===== config.mk =====
export PLATFORM = sky130hd
export DESIGN_NAME = random_lfo_modulator
export DESIGN_NICKNAME = d
export VERILOG_FILES = /design/src/rtl/rlfo_pkg.sv /design/src/rtl/rlfo_mul.sv /design/src/rtl/rlfo_lfsr.sv /design/src/rtl/random_lfo_modulator.sv
export SDC_FILE = /design/constraint.sdc
export NUM_CORES = 1
export LEC_CHECK = 0
export BUFFER_PORTS_ARGS = -buffer_cell sky130_fd_sc_hd__buf_2
export CAP_MARGIN = 20
export CORE_MARGIN = 8
export CORE_UTILIZATION = 50
export CTS_BUF_LIST = sky130_fd_sc_hd__clkbuf_4
export CTS_CLUSTER_DIAMETER = 150
export CTS_CLUSTER_SIZE = 14
export DETAILED_ROUTE_END_ITERATION = 6
export MAX_ROUTING_LAYER = met4
export PLACE_DENSITY = 0.73
export SLEW_MARGIN = 20
export SYNTH_ARGS = -nofsm -noshare
export SYNTH_HDL_FRONTEND = slang
export SYNTH_SLANG_ARGS = --single-unit

===== constraint.sdc =====
create_clock -name i_clk -period 4.8 [get_ports i_clk]
set_input_delay 0.48 -clock i_clk [delete_from_list [all_inputs] [get_ports i_clk]]
set_output_delay 0.48 -clock i_clk [all_outputs]
set_load 0.01 [all_outputs]

===== src/rtl/rlfo_pkg.sv =====
// Shared types and fixed-format constants for the random LFO modulator.
package rlfo_pkg;

    // Configuration register indexes
    localparam logic [1:0] CFG_MODE = 2'd0;
    localparam logic [1:0] CFG_FREQ = 2'd1;
    localparam logic [1:0] CFG_SEED = 2'd2;

    // Mode codes
    localparam logic [1:0] MODE_SMOOTH = 2'd0;
    localparam logic [1:0] MODE_HOLD   = 2'd1;
    localparam logic [1:0] MODE_BINARY = 2'd2;

    // Port widths fixed by the field formats
    localparam int CFG_DATA_BITS = 32;
    localparam int FREQ_BITS     = 24;
    localparam int TIME_BITS     = 24;
    localparam int OUT_BITS      = 16;
    localparam int PHASE_OUT     = 24;
    localparam int LFSR_BITS     = 32;

    // Serial multiplier: multiplier operand width, retired two bits per cycle
    localparam int MUL_BW = 24;

    // Q12.12 frequency times Q0.24 time gives a Q12.36 product
    localparam int PROD_FRAC = 36;
    localparam int PROD_TOP  = FREQ_BITS + TIME_BITS - 1;

    // Smoothstep works on a Q0.16 phase
    localparam int Q_BITS = 16;
    localparam int S_BITS = 17;
    localparam int T_BITS = 18;
    localparam logic [T_BITS-1:0] SMOOTH_THREE = 18'h30000;

    // Control word from the sequencer to the random number unit
    typedef struct packed {
        logic seed_load;
        logic start;
        logic commit;
    } t_lfsr_ctl;

endpackage


===== src/rtl/rlfo_mul.sv =====
// Radix-4 shift-add multiplier: signed multiplicand, unsigned multiplier, two bits per cycle.
module rlfo_mul
    import rlfo_pkg::*;
#(
    parameter int AW = 26,
    parameter int BW = 24
) (
    input  logic                 i_clk,
    input  logic                 i_rst_n,
    input  logic                 i_start,
    input  logic [AW-1:0]        i_a,
    input  logic [BW-1:0]        i_b,
    output logic                 o_busy,
    output logic [AW+BW-1:0]     o_product
);

    localparam int STEPS = BW / 2;
    localparam int CW    = $clog2(STEPS + 1);

    logic [AW-1:0] r_a;
    logic [AW:0]   r_hi;
    logic [BW-1:0] r_lo;
    logic [CW-1:0] r_cnt;

    logic [AW+2:0] pp1;
    logic [AW+2:0] pp2;
    logic [AW+2:0] sum;

    // Partial products for the low digit of the multiplier, added to the running high half.
    always_comb begin
        pp1 = r_lo[0] ? {{3{r_a[AW-1]}}, r_a} : '0;
        pp2 = r_lo[1] ? {{2{r_a[AW-1]}}, r_a, 1'b0} : '0;
        sum = {{2{r_hi[AW]}}, r_hi} + pp1 + pp2;
    end

    // Each step shifts the product right by one digit; low product bits replace used digits.
    always_ff @(posedge i_clk) begin
        if (!i_rst_n) begin
            r_cnt <= '0;
        end else if (i_start) begin
            r_cnt <= CW'(STEPS);
        end else if (r_cnt != '0) begin
            r_cnt <= r_cnt - 1'b1;
        end
    end

    always_ff @(posedge i_clk) begin
        if (i_start) begin
            r_a  <= i_a;
            r_hi <= '0;
            r_lo <= i_b;
        end else if (r_cnt != '0) begin
            r_hi <= sum[AW+2:2];
            r_lo <= {sum[1:0], r_lo[BW-1:2]};
        end
    end

    assign o_busy    = (r_cnt != '0);
    assign o_product = {r_hi[AW-1:0], r_lo};

endmodule


===== src/rtl/rlfo_lfsr.sv =====
// Galois LFSR that steps a working copy one bit per cycle and commits it on request.
module rlfo_lfsr
    import rlfo_pkg::*;
(
    input  logic                 i_clk,
    input  logic                 i_rst_n,
    input  t_lfsr_ctl            i_ctl,
    input  logic [LFSR_BITS-1:0] i_seed,
    output logic                 o_busy,
    output logic [LFSR_BITS-1:0] o_draw
);

    localparam logic [LFSR_BITS-1:0] TAPS = 32'h8020_0003;
    localparam int STEPS = LFSR_BITS;
    localparam int CW    = $clog2(STEPS + 1);

    logic [LFSR_BITS-1:0] r_state;
    logic [LFSR_BITS-1:0] r_work;
    logic [CW-1:0]        r_cnt;

    logic [LFSR_BITS-1:0] step;

    // One shift to the right, folding the taps back in when a one falls out.
    always_comb begin
        step = {1'b0, r_work[LFSR_BITS-1:1]};
        if (r_work[0]) begin
            step = step ^ TAPS;
        end
    end

    // Committed state: a seed write loads it directly, a zero seed becomes one.
    always_ff @(posedge i_clk) begin
        if (!i_rst_n) begin
            r_state <= LFSR_BITS'(1);
        end else if (i_ctl.seed_load) begin
            r_state <= (i_seed == '0) ? LFSR_BITS'(1) : i_seed;
        end else if (i_ctl.commit) begin
            r_state <= r_work;
        end
    end

    // Working copy runs a full word of steps after each start.
    always_ff @(posedge i_clk) begin
        if (!i_rst_n) begin
            r_cnt <= '0;
        end else if (i_ctl.start) begin
            r_cnt <= CW'(STEPS);
        end else if (r_cnt != '0) begin
            r_cnt <= r_cnt - 1'b1;
        end
    end

    always_ff @(posedge i_clk) begin
        if (i_ctl.start) begin
            r_work <= r_state;
        end else if (r_cnt != '0) begin
            r_work <= step;
        end
    end

    assign o_busy = (r_cnt != '0);
    assign o_draw = r_work;

endmodule


===== src/rtl/random_lfo_modulator.sv =====
// Random LFO top level: sequencer, phase accumulator, smoothing and output register.
// The time from an accepted word to its result word is set by four passes of the shared
// radix-4 multiplier in smooth mode, or by the 32 single-bit steps of the random shift
// register in the other modes. A new word is taken only in idle, so one word is in flight
// at a time; a stalled output holds the sequencer. Synchronous active-low reset clears
// phase and the current and target values, loads mode 0, 1 Hz and seed 1.
module random_lfo_modulator
    import rlfo_pkg::*;
#(
    parameter int PHASE_BITS = 24,
    parameter int VALUE_BITS = 16
) (
    input  logic                     i_clk,
    input  logic                     i_rst_n,
    input  logic                     i_cfg_we,
    input  logic [1:0]               i_cfg_index,
    input  logic [CFG_DATA_BITS-1:0] i_cfg_data,
    input  logic                     i_in_valid,
    output logic                     o_in_stall,
    input  logic [TIME_BITS-1:0]     i_elapsed_time,
    output logic                     o_out_valid,
    input  logic                     i_out_stall,
    output logic signed [OUT_BITS-1:0] o_value,
    output logic [PHASE_OUT-1:0]     o_phase_now,
    output logic                     o_wrapped
);

    localparam int PB     = PHASE_BITS;
    localparam int VB     = VALUE_BITS;
    localparam int MUL_AW = (VB + 2 > 26) ? VB + 2 : 26;
    localparam int MUL_PW = MUL_AW + MUL_BW;

    // Sequencer states
    localparam logic [3:0] S_IDLE    = 4'd0;
    localparam logic [3:0] S_MUL1    = 4'd1;
    localparam logic [3:0] S_EVAL    = 4'd2;
    localparam logic [3:0] S_MUL2    = 4'd3;
    localparam logic [3:0] S_MUL3    = 4'd4;
    localparam logic [3:0] S_DRAW    = 4'd5;
    localparam logic [3:0] S_MUL4_GO = 4'd6;
    localparam logic [3:0] S_MUL4    = 4'd7;
    localparam logic [3:0] S_OUT     = 4'd8;

    logic [3:0]           r_state,     n_state;
    logic [1:0]           r_mode,      n_mode;
    logic [FREQ_BITS-1:0] r_freq,      n_freq;
    logic [PB-1:0]        r_phase,     n_phase;
    logic                 r_wrapped,   n_wrapped;
    logic [VB-1:0]        r_cur,       n_cur;
    logic [VB-1:0]        r_tgt,       n_tgt;
    logic [S_BITS-1:0]    r_s,         n_s;
    logic                 r_out_valid, n_out_valid;
    logic [OUT_BITS-1:0]  r_value,     n_value;
    logic [PHASE_OUT-1:0] r_phase_out, n_phase_out;
    logic                 r_wrap_out,  n_wrap_out;

    logic                 mul_start;
    logic [MUL_AW-1:0]    mul_a;
    logic [MUL_BW-1:0]    mul_b;
    logic                 mul_busy;
    logic [MUL_PW-1:0]    mul_p;

    t_lfsr_ctl            lfsr_ctl;
    logic                 lfsr_busy;
    logic [LFSR_BITS-1:0] lfsr_draw;

    logic                 in_accept;
    logic                 out_load;
    logic [PB-1:0]        inc;
    logic [PB:0]          phase_sum;
    logic [Q_BITS-1:0]    q;
    logic [T_BITS-1:0]    t;
    logic [VB:0]          diff;
    logic [VB:0]          v_wide;
    logic [VB-1:0]        v_sel;
    logic [OUT_BITS-1:0]  v_q15;
    logic [PHASE_OUT-1:0] phase_fmt;
    logic [VB-1:0]        uniform;
    logic [VB-1:0]        binary;

    rlfo_mul #(
        .AW (MUL_AW),
        .BW (MUL_BW)
    ) u_mul (
        .i_clk     (i_clk),
        .i_rst_n   (i_rst_n),
        .i_start   (mul_start),
        .i_a       (mul_a),
        .i_b       (mul_b),
        .o_busy    (mul_busy),
        .o_product (mul_p)
    );

    rlfo_lfsr u_lfsr (
        .i_clk   (i_clk),
        .i_rst_n (i_rst_n),
        .i_ctl   (lfsr_ctl),
        .i_seed  (i_cfg_data[LFSR_BITS-1:0]),
        .o_busy  (lfsr_busy),
        .o_draw  (lfsr_draw)
    );

    // Phase formats: Q0.16 for smoothstep and Q0.24 for the result word.
    generate
        if (PB >= Q_BITS) begin : g_q_trunc
            assign q = r_phase[PB-1 -: Q_BITS];
        end else begin : g_q_pad
            assign q = {r_phase, {(Q_BITS - PB){1'b0}}};
        end
        if (PB >= PHASE_OUT) begin : g_ph_trunc
            assign phase_fmt = r_phase[PB-1 -: PHASE_OUT];
        end else begin : g_ph_pad
            assign phase_fmt = {r_phase, {(PHASE_OUT - PB){1'b0}}};
        end
        if (VB >= OUT_BITS) begin : g_v_trunc
            assign v_q15 = v_sel[VB-1 -: OUT_BITS];
        end else begin : g_v_pad
            assign v_q15 = {v_sel, {(OUT_BITS - VB){1'b0}}};
        end
    endgenerate

    // Phase increment clamps just below a full cycle; the carry out of the add is the wrap.
    always_comb begin
        inc       = (|mul_p[PROD_TOP:PROD_FRAC]) ? '1 : mul_p[PROD_FRAC-1 -: PB];
        phase_sum = {1'b0, r_phase} + {1'b0, inc};
        t         = SMOOTH_THREE - {1'b0, q, 1'b0};
        diff      = {r_tgt[VB-1], r_tgt} - {r_cur[VB-1], r_cur};
        v_wide    = {r_cur[VB-1], r_cur} + mul_p[Q_BITS +: VB + 1];
        uniform   = lfsr_draw[LFSR_BITS-1 -: VB];
        binary    = {~lfsr_draw[0], {(VB - 1){lfsr_draw[0]}}};
    end

    // Output value by mode; the unused mode reads as zero.
    always_comb begin
        case (r_mode)
            MODE_SMOOTH: v_sel = v_wide[VB-1:0];
            MODE_HOLD:   v_sel = r_cur;
            MODE_BINARY: v_sel = r_cur;
            default:     v_sel = '0;
        endcase
    end

    assign in_accept  = i_in_valid && !o_in_stall;
    assign o_in_stall = (r_state != S_IDLE);

    // Sequencer, configuration writes and output register control.
    always_comb begin
        n_state     = r_state;
        n_mode      = r_mode;
        n_freq      = r_freq;
        n_phase     = r_phase;
        n_wrapped   = r_wrapped;
        n_cur       = r_cur;
        n_tgt       = r_tgt;
        n_s         = r_s;
        n_value     = r_value;
        n_phase_out = r_phase_out;
        n_wrap_out  = r_wrap_out;
        mul_start   = 1'b0;
        mul_a       = '0;
        mul_b       = '0;
        lfsr_ctl    = '0;
        out_load    = 1'b0;

        if (i_cfg_we) begin
            case (i_cfg_index)
                CFG_MODE: n_mode = i_cfg_data[1:0];
                CFG_FREQ: n_freq = i_cfg_data[FREQ_BITS-1:0];
                CFG_SEED: lfsr_ctl.seed_load = 1'b1;
                default:  ;
            endcase
        end

        case (r_state)
            S_IDLE: begin
                if (in_accept) begin
                    mul_start      = 1'b1;
                    mul_a          = {{(MUL_AW - FREQ_BITS){1'b0}}, r_freq};
                    mul_b          = i_elapsed_time;
                    lfsr_ctl.start = 1'b1;
                    n_state        = S_MUL1;
                end
            end
            S_MUL1: begin
                if (!mul_busy) begin
                    n_phase   = phase_sum[PB-1:0];
                    n_wrapped = phase_sum[PB];
                    n_state   = S_EVAL;
                end
            end
            S_EVAL: begin
                if (r_mode == MODE_SMOOTH) begin
                    mul_start = 1'b1;
                    mul_a     = {{(MUL_AW - Q_BITS){1'b0}}, q};
                    mul_b     = {{(MUL_BW - Q_BITS){1'b0}}, q};
                    n_state   = S_MUL2;
                end else begin
                    n_state = S_DRAW;
                end
            end
            S_MUL2: begin
                // Square is ready: scale it by three minus twice the phase.
                if (!mul_busy) begin
                    mul_start = 1'b1;
                    mul_a     = {{(MUL_AW - Q_BITS){1'b0}}, mul_p[Q_BITS +: Q_BITS]};
                    mul_b     = {{(MUL_BW - T_BITS){1'b0}}, t};
                    n_state   = S_MUL3;
                end
            end
            S_MUL3: begin
                if (!mul_busy) begin
                    n_s     = mul_p[Q_BITS +: S_BITS];
                    n_state = S_DRAW;
                end
            end
            S_DRAW: begin
                // On a wrap the stepped register supplies the new random value.
                if (!lfsr_busy) begin
                    if (r_wrapped) begin
                        case (r_mode)
                            MODE_SMOOTH: begin
                                n_cur           = r_tgt;
                                n_tgt           = uniform;
                                lfsr_ctl.commit = 1'b1;
                            end
                            MODE_HOLD: begin
                                n_cur           = uniform;
                                lfsr_ctl.commit = 1'b1;
                            end
                            MODE_BINARY: begin
                                n_cur           = binary;
                                lfsr_ctl.commit = 1'b1;
                            end
                            default: ;
                        endcase
                    end
                    n_state = (r_mode == MODE_SMOOTH) ? S_MUL4_GO : S_OUT;
                end
            end
            S_MUL4_GO: begin
                mul_start = 1'b1;
                mul_a     = {{(MUL_AW - VB - 1){diff[VB]}}, diff};
                mul_b     = {{(MUL_BW - S_BITS){1'b0}}, r_s};
                n_state   = S_MUL4;
            end
            S_MUL4: begin
                if (!mul_busy) begin
                    n_state = S_OUT;
                end
            end
            S_OUT: begin
                if (!r_out_valid || !i_out_stall) begin
                    out_load    = 1'b1;
                    n_value     = v_q15;
                    n_phase_out = phase_fmt;
                    n_wrap_out  = r_wrapped;
                    n_state     = S_IDLE;
                end
            end
            default: n_state = S_IDLE;
        endcase

        if (out_load) begin
            n_out_valid = 1'b1;
        end else if (!i_out_stall) begin
            n_out_valid = 1'b0;
        end else begin
            n_out_valid = r_out_valid;
        end
    end

    // Control and state registers.
    always_ff @(posedge i_clk) begin
        if (!i_rst_n) begin
            r_state     <= S_IDLE;
            r_mode      <= MODE_SMOOTH;
            r_freq      <= FREQ_BITS'(4096);
            r_phase     <= '0;
            r_cur       <= '0;
            r_tgt       <= '0;
            r_out_valid <= 1'b0;
        end else begin
            r_state     <= n_state;
            r_mode      <= n_mode;
            r_freq      <= n_freq;
            r_phase     <= n_phase;
            r_cur       <= n_cur;
            r_tgt       <= n_tgt;
            r_out_valid <= n_out_valid;
        end
    end

    // Payload registers.
    always_ff @(posedge i_clk) begin
        r_wrapped   <= n_wrapped;
        r_s         <= n_s;
        r_value     <= n_value;
        r_phase_out <= n_phase_out;
        r_wrap_out  <= n_wrap_out;
    end

    assign o_out_valid = r_out_valid;
    assign o_value     = r_value;
    assign o_phase_now = r_phase_out;
    assign o_wrapped   = r_wrap_out;

`ifndef NO_ASSERTIONS
    a_mul_start_idle: assert property (@(posedge i_clk) disable iff (!i_rst_n)
        mul_start |-> !mul_busy)
        else $error("multiplier started while busy");

    a_commit_idle: assert property (@(posedge i_clk) disable iff (!i_rst_n)
        lfsr_ctl.commit |-> (!lfsr_busy && r_wrapped))
        else $error("random register committed while stepping or without a wrap");

    a_out_slot_free: assert property (@(posedge i_clk) disable iff (!i_rst_n)
        out_load |-> (!r_out_valid || !i_out_stall))
        else $error("result word overwritten while stalled");

    a_idle_quiet: assert property (@(posedge i_clk) disable iff (!i_rst_n)
        (r_state == S_IDLE) |-> !mul_busy)
        else $error("multiplier still running in idle");
`endif

endmodule


* Yosys cells after proc, flatten, opt, wreduce, memory -nomap -nowiden
Cells that the tools add are included.
** Word-level totals
- Word-level logic and storage cells :: 133
- Output and inout bits :: 43
- Bits in registers :: 297
- Input port bits :: 63
** Cells by class
- Multiplexer cells :: 50
- Eq/ne operators :: 20
- Reduce and logical (&&, ||, !) cells :: 29
- $add $sub $neg :: 8
- Bitwise logic cells :: 5
** Operators with widths (number)
- 32-bit two-way mux :: 6
- 24-bit two-way mux :: 5
- 26-bit one-hot mux with 4 select lines :: 1
- 24-bit one-hot mux with 4 select lines :: 1
- 29-bit adder :: 2
- 29-bit two-way mux :: 2
- 16-bit two-way mux :: 3
- 16-bit one-hot mux with 3 select lines :: 1
- 4-bit two-way mux :: 10
- 4-bit one-hot mux with 9 select lines :: 1
- 32-bit logical NOT :: 1
- 16-bit one-hot mux with 2 select lines :: 1
- 24-bit by 24-bit adder with 25-bit output :: 1
- 18-bit two-way mux :: 1
- 18-bit by 17-bit subtractor with 18-bit output (first input constant) :: 1
- 16-bit by 16-bit subtractor with 17-bit output :: 1
- 16-bit adder :: 1
- 4-bit by 3-bit equality test with 1-bit output (second input constant) :: 4
- 1-bit two-way mux :: 14
- 2-bit != test (second input constant) :: 7
- 6-bit two-way mux :: 2
- 12-bit OR reduction :: 1
- 2-bit AND reduction :: 5
- 4-bit by 2-bit equality test with 1-bit output (second input constant) :: 2
- 24 further kinds :: 38

* Depth between registers and ports, before layout
- Depth in word-level cells :: 8
- Gate-level depth with buffers :: 16
- Mapped depth without buffers :: 15

* Cells and area by module
A second synthesis with hierarchy kept.
** Unflattened totals
- Cell total of the unflattened synthesis :: 1866
- Area, all modules :: 18066.1 sq um
** By module, submodules not included
- random_lfo_modulator :: instances 1, cells each 1078, seq. area each 3513.4 sq um, area an instance 9432.8 sq um
- rlfo_mul :: instances 1, cells each 496, seq. area each 2122.0 sq um, area an instance 5381.4 sq um
- rlfo_lfsr :: instances 1, cells each 292, seq. area each 1721.7 sq um, area an instance 3251.9 sq um

* Worst setup path before layout
Ideal clock, no wire load.
- Kind :: register -> register
- Start :: register u_mul.r_hi[12]
- End :: register r_wrapped (data pin)
- Arrival :: 3.802 ns
- Cell stages (with the launch flop) :: 16
- Period minus slack after synthesis :: 4.072 ns
- Setup time :: 0.270 ns
- Buffers on the path :: 1
- Slack :: 0.728 ns
- Path through :: dfxtp_1 nor4_1 nand3_1 clkbuf_1 or2_2 ha_1 inv_1 fa_1 nor2b_1 o21ai_0 a21oi_1 o41ai_2 o311ai_1 a22o_1 a211oi_1 o21ai_0
** Between the ends
- Longest elaborated chain between the ends :: 3
** Ends and longest elaborated chain
- from (decl) :: line rlfo_mul.sv:21 : logic [AW:0] r_hi;
- from (signal assigned) :: line rlfo_mul.sv:53 : r_hi <= sum[AW+2:2];
- 12-bit OR reduction :: line random_lfo_modulator.sv:124 : inc = (|mul_p[PROD_TOP:PROD_FRAC]) ? '1 : mul_p[PROD_FRAC-1 -: PB];
- 24-bit two-way mux :: line random_lfo_modulator.sv:124
- 24-bit by 24-bit adder with 25-bit output :: line random_lfo_modulator.sv:125 : phase_sum = {1'b0, r_phase} + {1'b0, inc};
- via phase_sum[24] :: line random_lfo_modulator.sv:70 : logic [PB:0] phase_sum;
- to (signal assigned) :: line random_lfo_modulator.sv:295 : r_wrapped <= n_wrapped;
- to (decl) :: line random_lfo_modulator.sv:48 : logic r_wrapped, n_wrapped;
The timed path passes the listed nets, and every way through them passes these cells.
A chain may end at the register's enable or synchronous reset.

* Final worst setup path
- Start :: register u_mul.r_lo[0]
- End :: register u_mul.r_hi[19]
** Between the ends
- Longest elaborated chain between the ends :: 3
** Ends and longest elaborated chain
- from (decl) :: line rlfo_mul.sv:22 : logic [BW-1:0] r_lo;
- from (signal assigned) :: line rlfo_mul.sv:51 : r_lo <= i_b;
- from (signal assigned) :: line rlfo_mul.sv:54 : r_lo <= {sum[1:0], r_lo[BW-1:2]};
- 29-bit two-way mux :: line rlfo_mul.sv:31 : pp1 = r_lo[0] ? {{3{r_a[AW-1]}}, r_a} : '0;
- 29-bit adder (2 in a row) :: line rlfo_mul.sv:33 : sum = {{2{r_hi[AW]}}, r_hi} + pp1 + pp2;
Every way passes these cells.

==> impl_metrics.ini <==
[status]
status = finished, violations left
violations = DRC

[sta]
slew_headroom_pct = 32.5
post-route-period-util_pct = 89.1
fmax_mhz = 234
rsz0062_at_grt = false
tightestPinTransition_ps = 1010
setup_viol = 0
fin_crit_ps = 4280
tns_ps = 0
finClkSkew_ps = 90.0
hold-worst-slack_ps = 48.3
slew_violations = 0
hold_violations = 0

[global_routing]
grt_max_degree = 89
grt_pass1_wl_mm = 81.3
first_global_vias = 14600
antenna_found_initial = 3
grt_usage_pct = 25.1
grt_overflow = 0

[setup_path]
critPathCaptureType = flip-flop
cp.required_ps = 5430
start_kind = flip-flop
reg2reg_to = u_mul.r_hi[19]
cp.arrival_ps = 4910
worstSetupPathType = reg -> reg
cp-startpoint = u_mul.r_lo[0]
r2r-start = u_mul.r_lo[0]
rrSetupSlack_ps = 520
reg2reg_depth = 14
cp_max_fo = 25

[synthesis]
async_flop_share_pct = 0
synthTopCellsByArea = edfxtp_1, dfxtp_1, nand2_1
synth-edff-count = 140
synthMuxAreaShare_pct = 0.410
postSynthCellCount = 1945
syn_area_mm2 = 0.0174
yosys_register_bits = 296
synth_adder_area_share_pct = 10.1
synth_top_area_share_pct = 24.2
syn-num-nets = 2130
synth_area_leader_cell = edfxtp_1
synth_top_family_by_area = compound AO/OA/AOI/OAI gates
synth_cell_types = 80
synth-simple-area-share_pct = 18.0
synthFlopType = dfxtp_1
synth_xor_area_share_pct = 3.48
synth.avg_cell_area_um2 = 8.94
synth_compound_area_share_pct = 21.4
synth-seq-area-share_pct = 42.2
yosysWarnings = 0

[clock_network]
ctsLongestPathBuffers = 3
tritoncts = built
clkLatencyLatePin_ps = 800
clk_pin_slew_ps = 170
post_cts_buffers = 0
clk_root_buffer_cell = clkbuf_4
clkSinkCount = 296
cts_htree_levels = 1
numCtsBuffers = 25

[die]
core_mm2 = 0.0344
ios = 106
dieHeight_um = 202
die-width_um = 202
die_area_mm2 = 0.0410
rows = 68
start_util_pct = 50.6

[power_and_ir_drop]
power_mw = 12.6
leakage_nw = 7.93
max-vdd-ir-drop_mv = 0.362
p_per_area_mw_per_mm2 = 658

[route]
postRouteAntennaNets = 0
via_count = 15200
drt_iter0_markers = 1547
wirelength_mm = 51.3
dr.pass1.iters = 7
drc = 6
wire_per_inst_um = 20.3
viasPerCell = 6.01

[min_path]
min_to = u_mul.r_lo[20]
min_from = i_elapsed_time[20]
whs_path_depth = 2
hold_path.class = in -> reg

[placement]
dp_hpwl_mm = 36.8
gp_congestion = 0.975
portBuffers = 105

[run]
maxCapViolations = 0

[finish]
final_common_cell = nand2_1
layout-drive-gt1-share_pct = 11.0
regArea_mm2 = 0.00733
fin_nets = 2229
final_cell_mix = nand2_1, dfxtp_1, edfxtp_1, a21oi_1, o21ai_0
multi_input_area_mm2 = 0.00930
fillers = 3154
area_growth_pct = 9.98
==> logic make-up after synthesis <==
kind of cell	count (synthesis)
adders and majority gates	122
and+or+nand+nor	683
DFF	296
buffers and inverters	209
xor gates and xnor gates	69
muxes	7
AOI/OAI and AO/OA	559
==> cells in the mapped netlist, types with 15 or more instances <==
master	count
nor2_1	115
clkbuf_1	93
edfxtp_1	140
a21o_1	48
fa_1	30
nand4_1	19
dfxtp_1	156
a222oi_1	29
o21ai_0	132
or2_2	21
and2_1	33
a211oi_1	33
xor2_1	25
nand2_1	343
xnor2_1	44
inv_1	103
nand2b_1	15
a21boi_0	46
a31oi_1	18
nor2b_1	35
a21oi_1	135
nor3_1	16
ha_1	92
nand3_1	28
==> flip-flops by register name (all words and copies together), names as in the netlist, 24 cells and up <==
name            flops
r_freq             24
phase_fmt          24
u_mul.r_a          25
u_mul.r_lo         24
u_mul.r_hi         27
u_lfsr.r_state     32
u_lfsr.o_draw      32
o_phase_now        24
==> worst max path at each step <==
stage                                end  slack, ps  cells after the start
after global routing      u_mul.r_hi[19]        200                     14
after detailed placement  u_mul.r_hi[19]        620                     14
final                     u_mul.r_hi[19]        520                     14
after CTS                 u_mul.r_hi[19]        550                     14
after global placement    u_mul.r_hi[19]        660                     14
after floorplan                r_wrapped        730                     15
==> routing by layer <==
metal / routed length (µm) / vias to the layer above / GRT usage, %
met1: 22200 / 7260 / 33.1
met3: 4050 / 120 / 3.59
met4: 1850 / 0 / 8.57
li1: - / 7158 / -
met5: 0 / - / -
met2: 23300 / 636 / 39.4
==> critical path, cell delays in order, from the launching register on <==
cell and delay (ps):
edfxtp_1 990, nand2_1 160, fa_1 530, inv_1 40, ha_1 220, fa_1 430
a211oi_1 310, o21a_1 220, o311ai_0 200, a31oi_1 310, o21bai_1 130, a21o_1 190
a21oi_1 160, xor2_1 170, o22ai_1 80
==> area by class of cell <==
class / instances / share of cell area (%)
Inverter: 106 / 2.08
Timing Repair Buffer: 175 / 6.06
Clock inverter: 2 / 0.124
Antenna cell: 6 / 0.0785
Sequential cell: 296 / 38.3
Multi-Input combinational cell: 1440 / 48.7
Clock buffer: 43 / 1.69
Tap cell: 455 / 2.98
==> power by group <==
group / internal (mW) / switching (mW)
Sequential: 3.50 / 0.863
Combinational: 2.81 / 4.15
Clock: 0.406 / 0.853
Total: 6.71 / 5.86
==> metrics by stage <==
step	util (%)	instance area (µm²)	setup WS, ps	cells
floorplan	-	17400	728	1945
global placement	53.3	18300	665	2430
detailed placement	53.3	18300	624	2430
CTS	55.6	19100	546	2517
global route	55.6	19100	196	2523
finish	55.6	19100	524	2523
==> what timing repair did <==
item                      CTS  global route
hold endpoints to repair   58             0
hold buffers               42             0
gates resized for setup     0             0
Note: power is estimated with default switching activity, not from simulation.
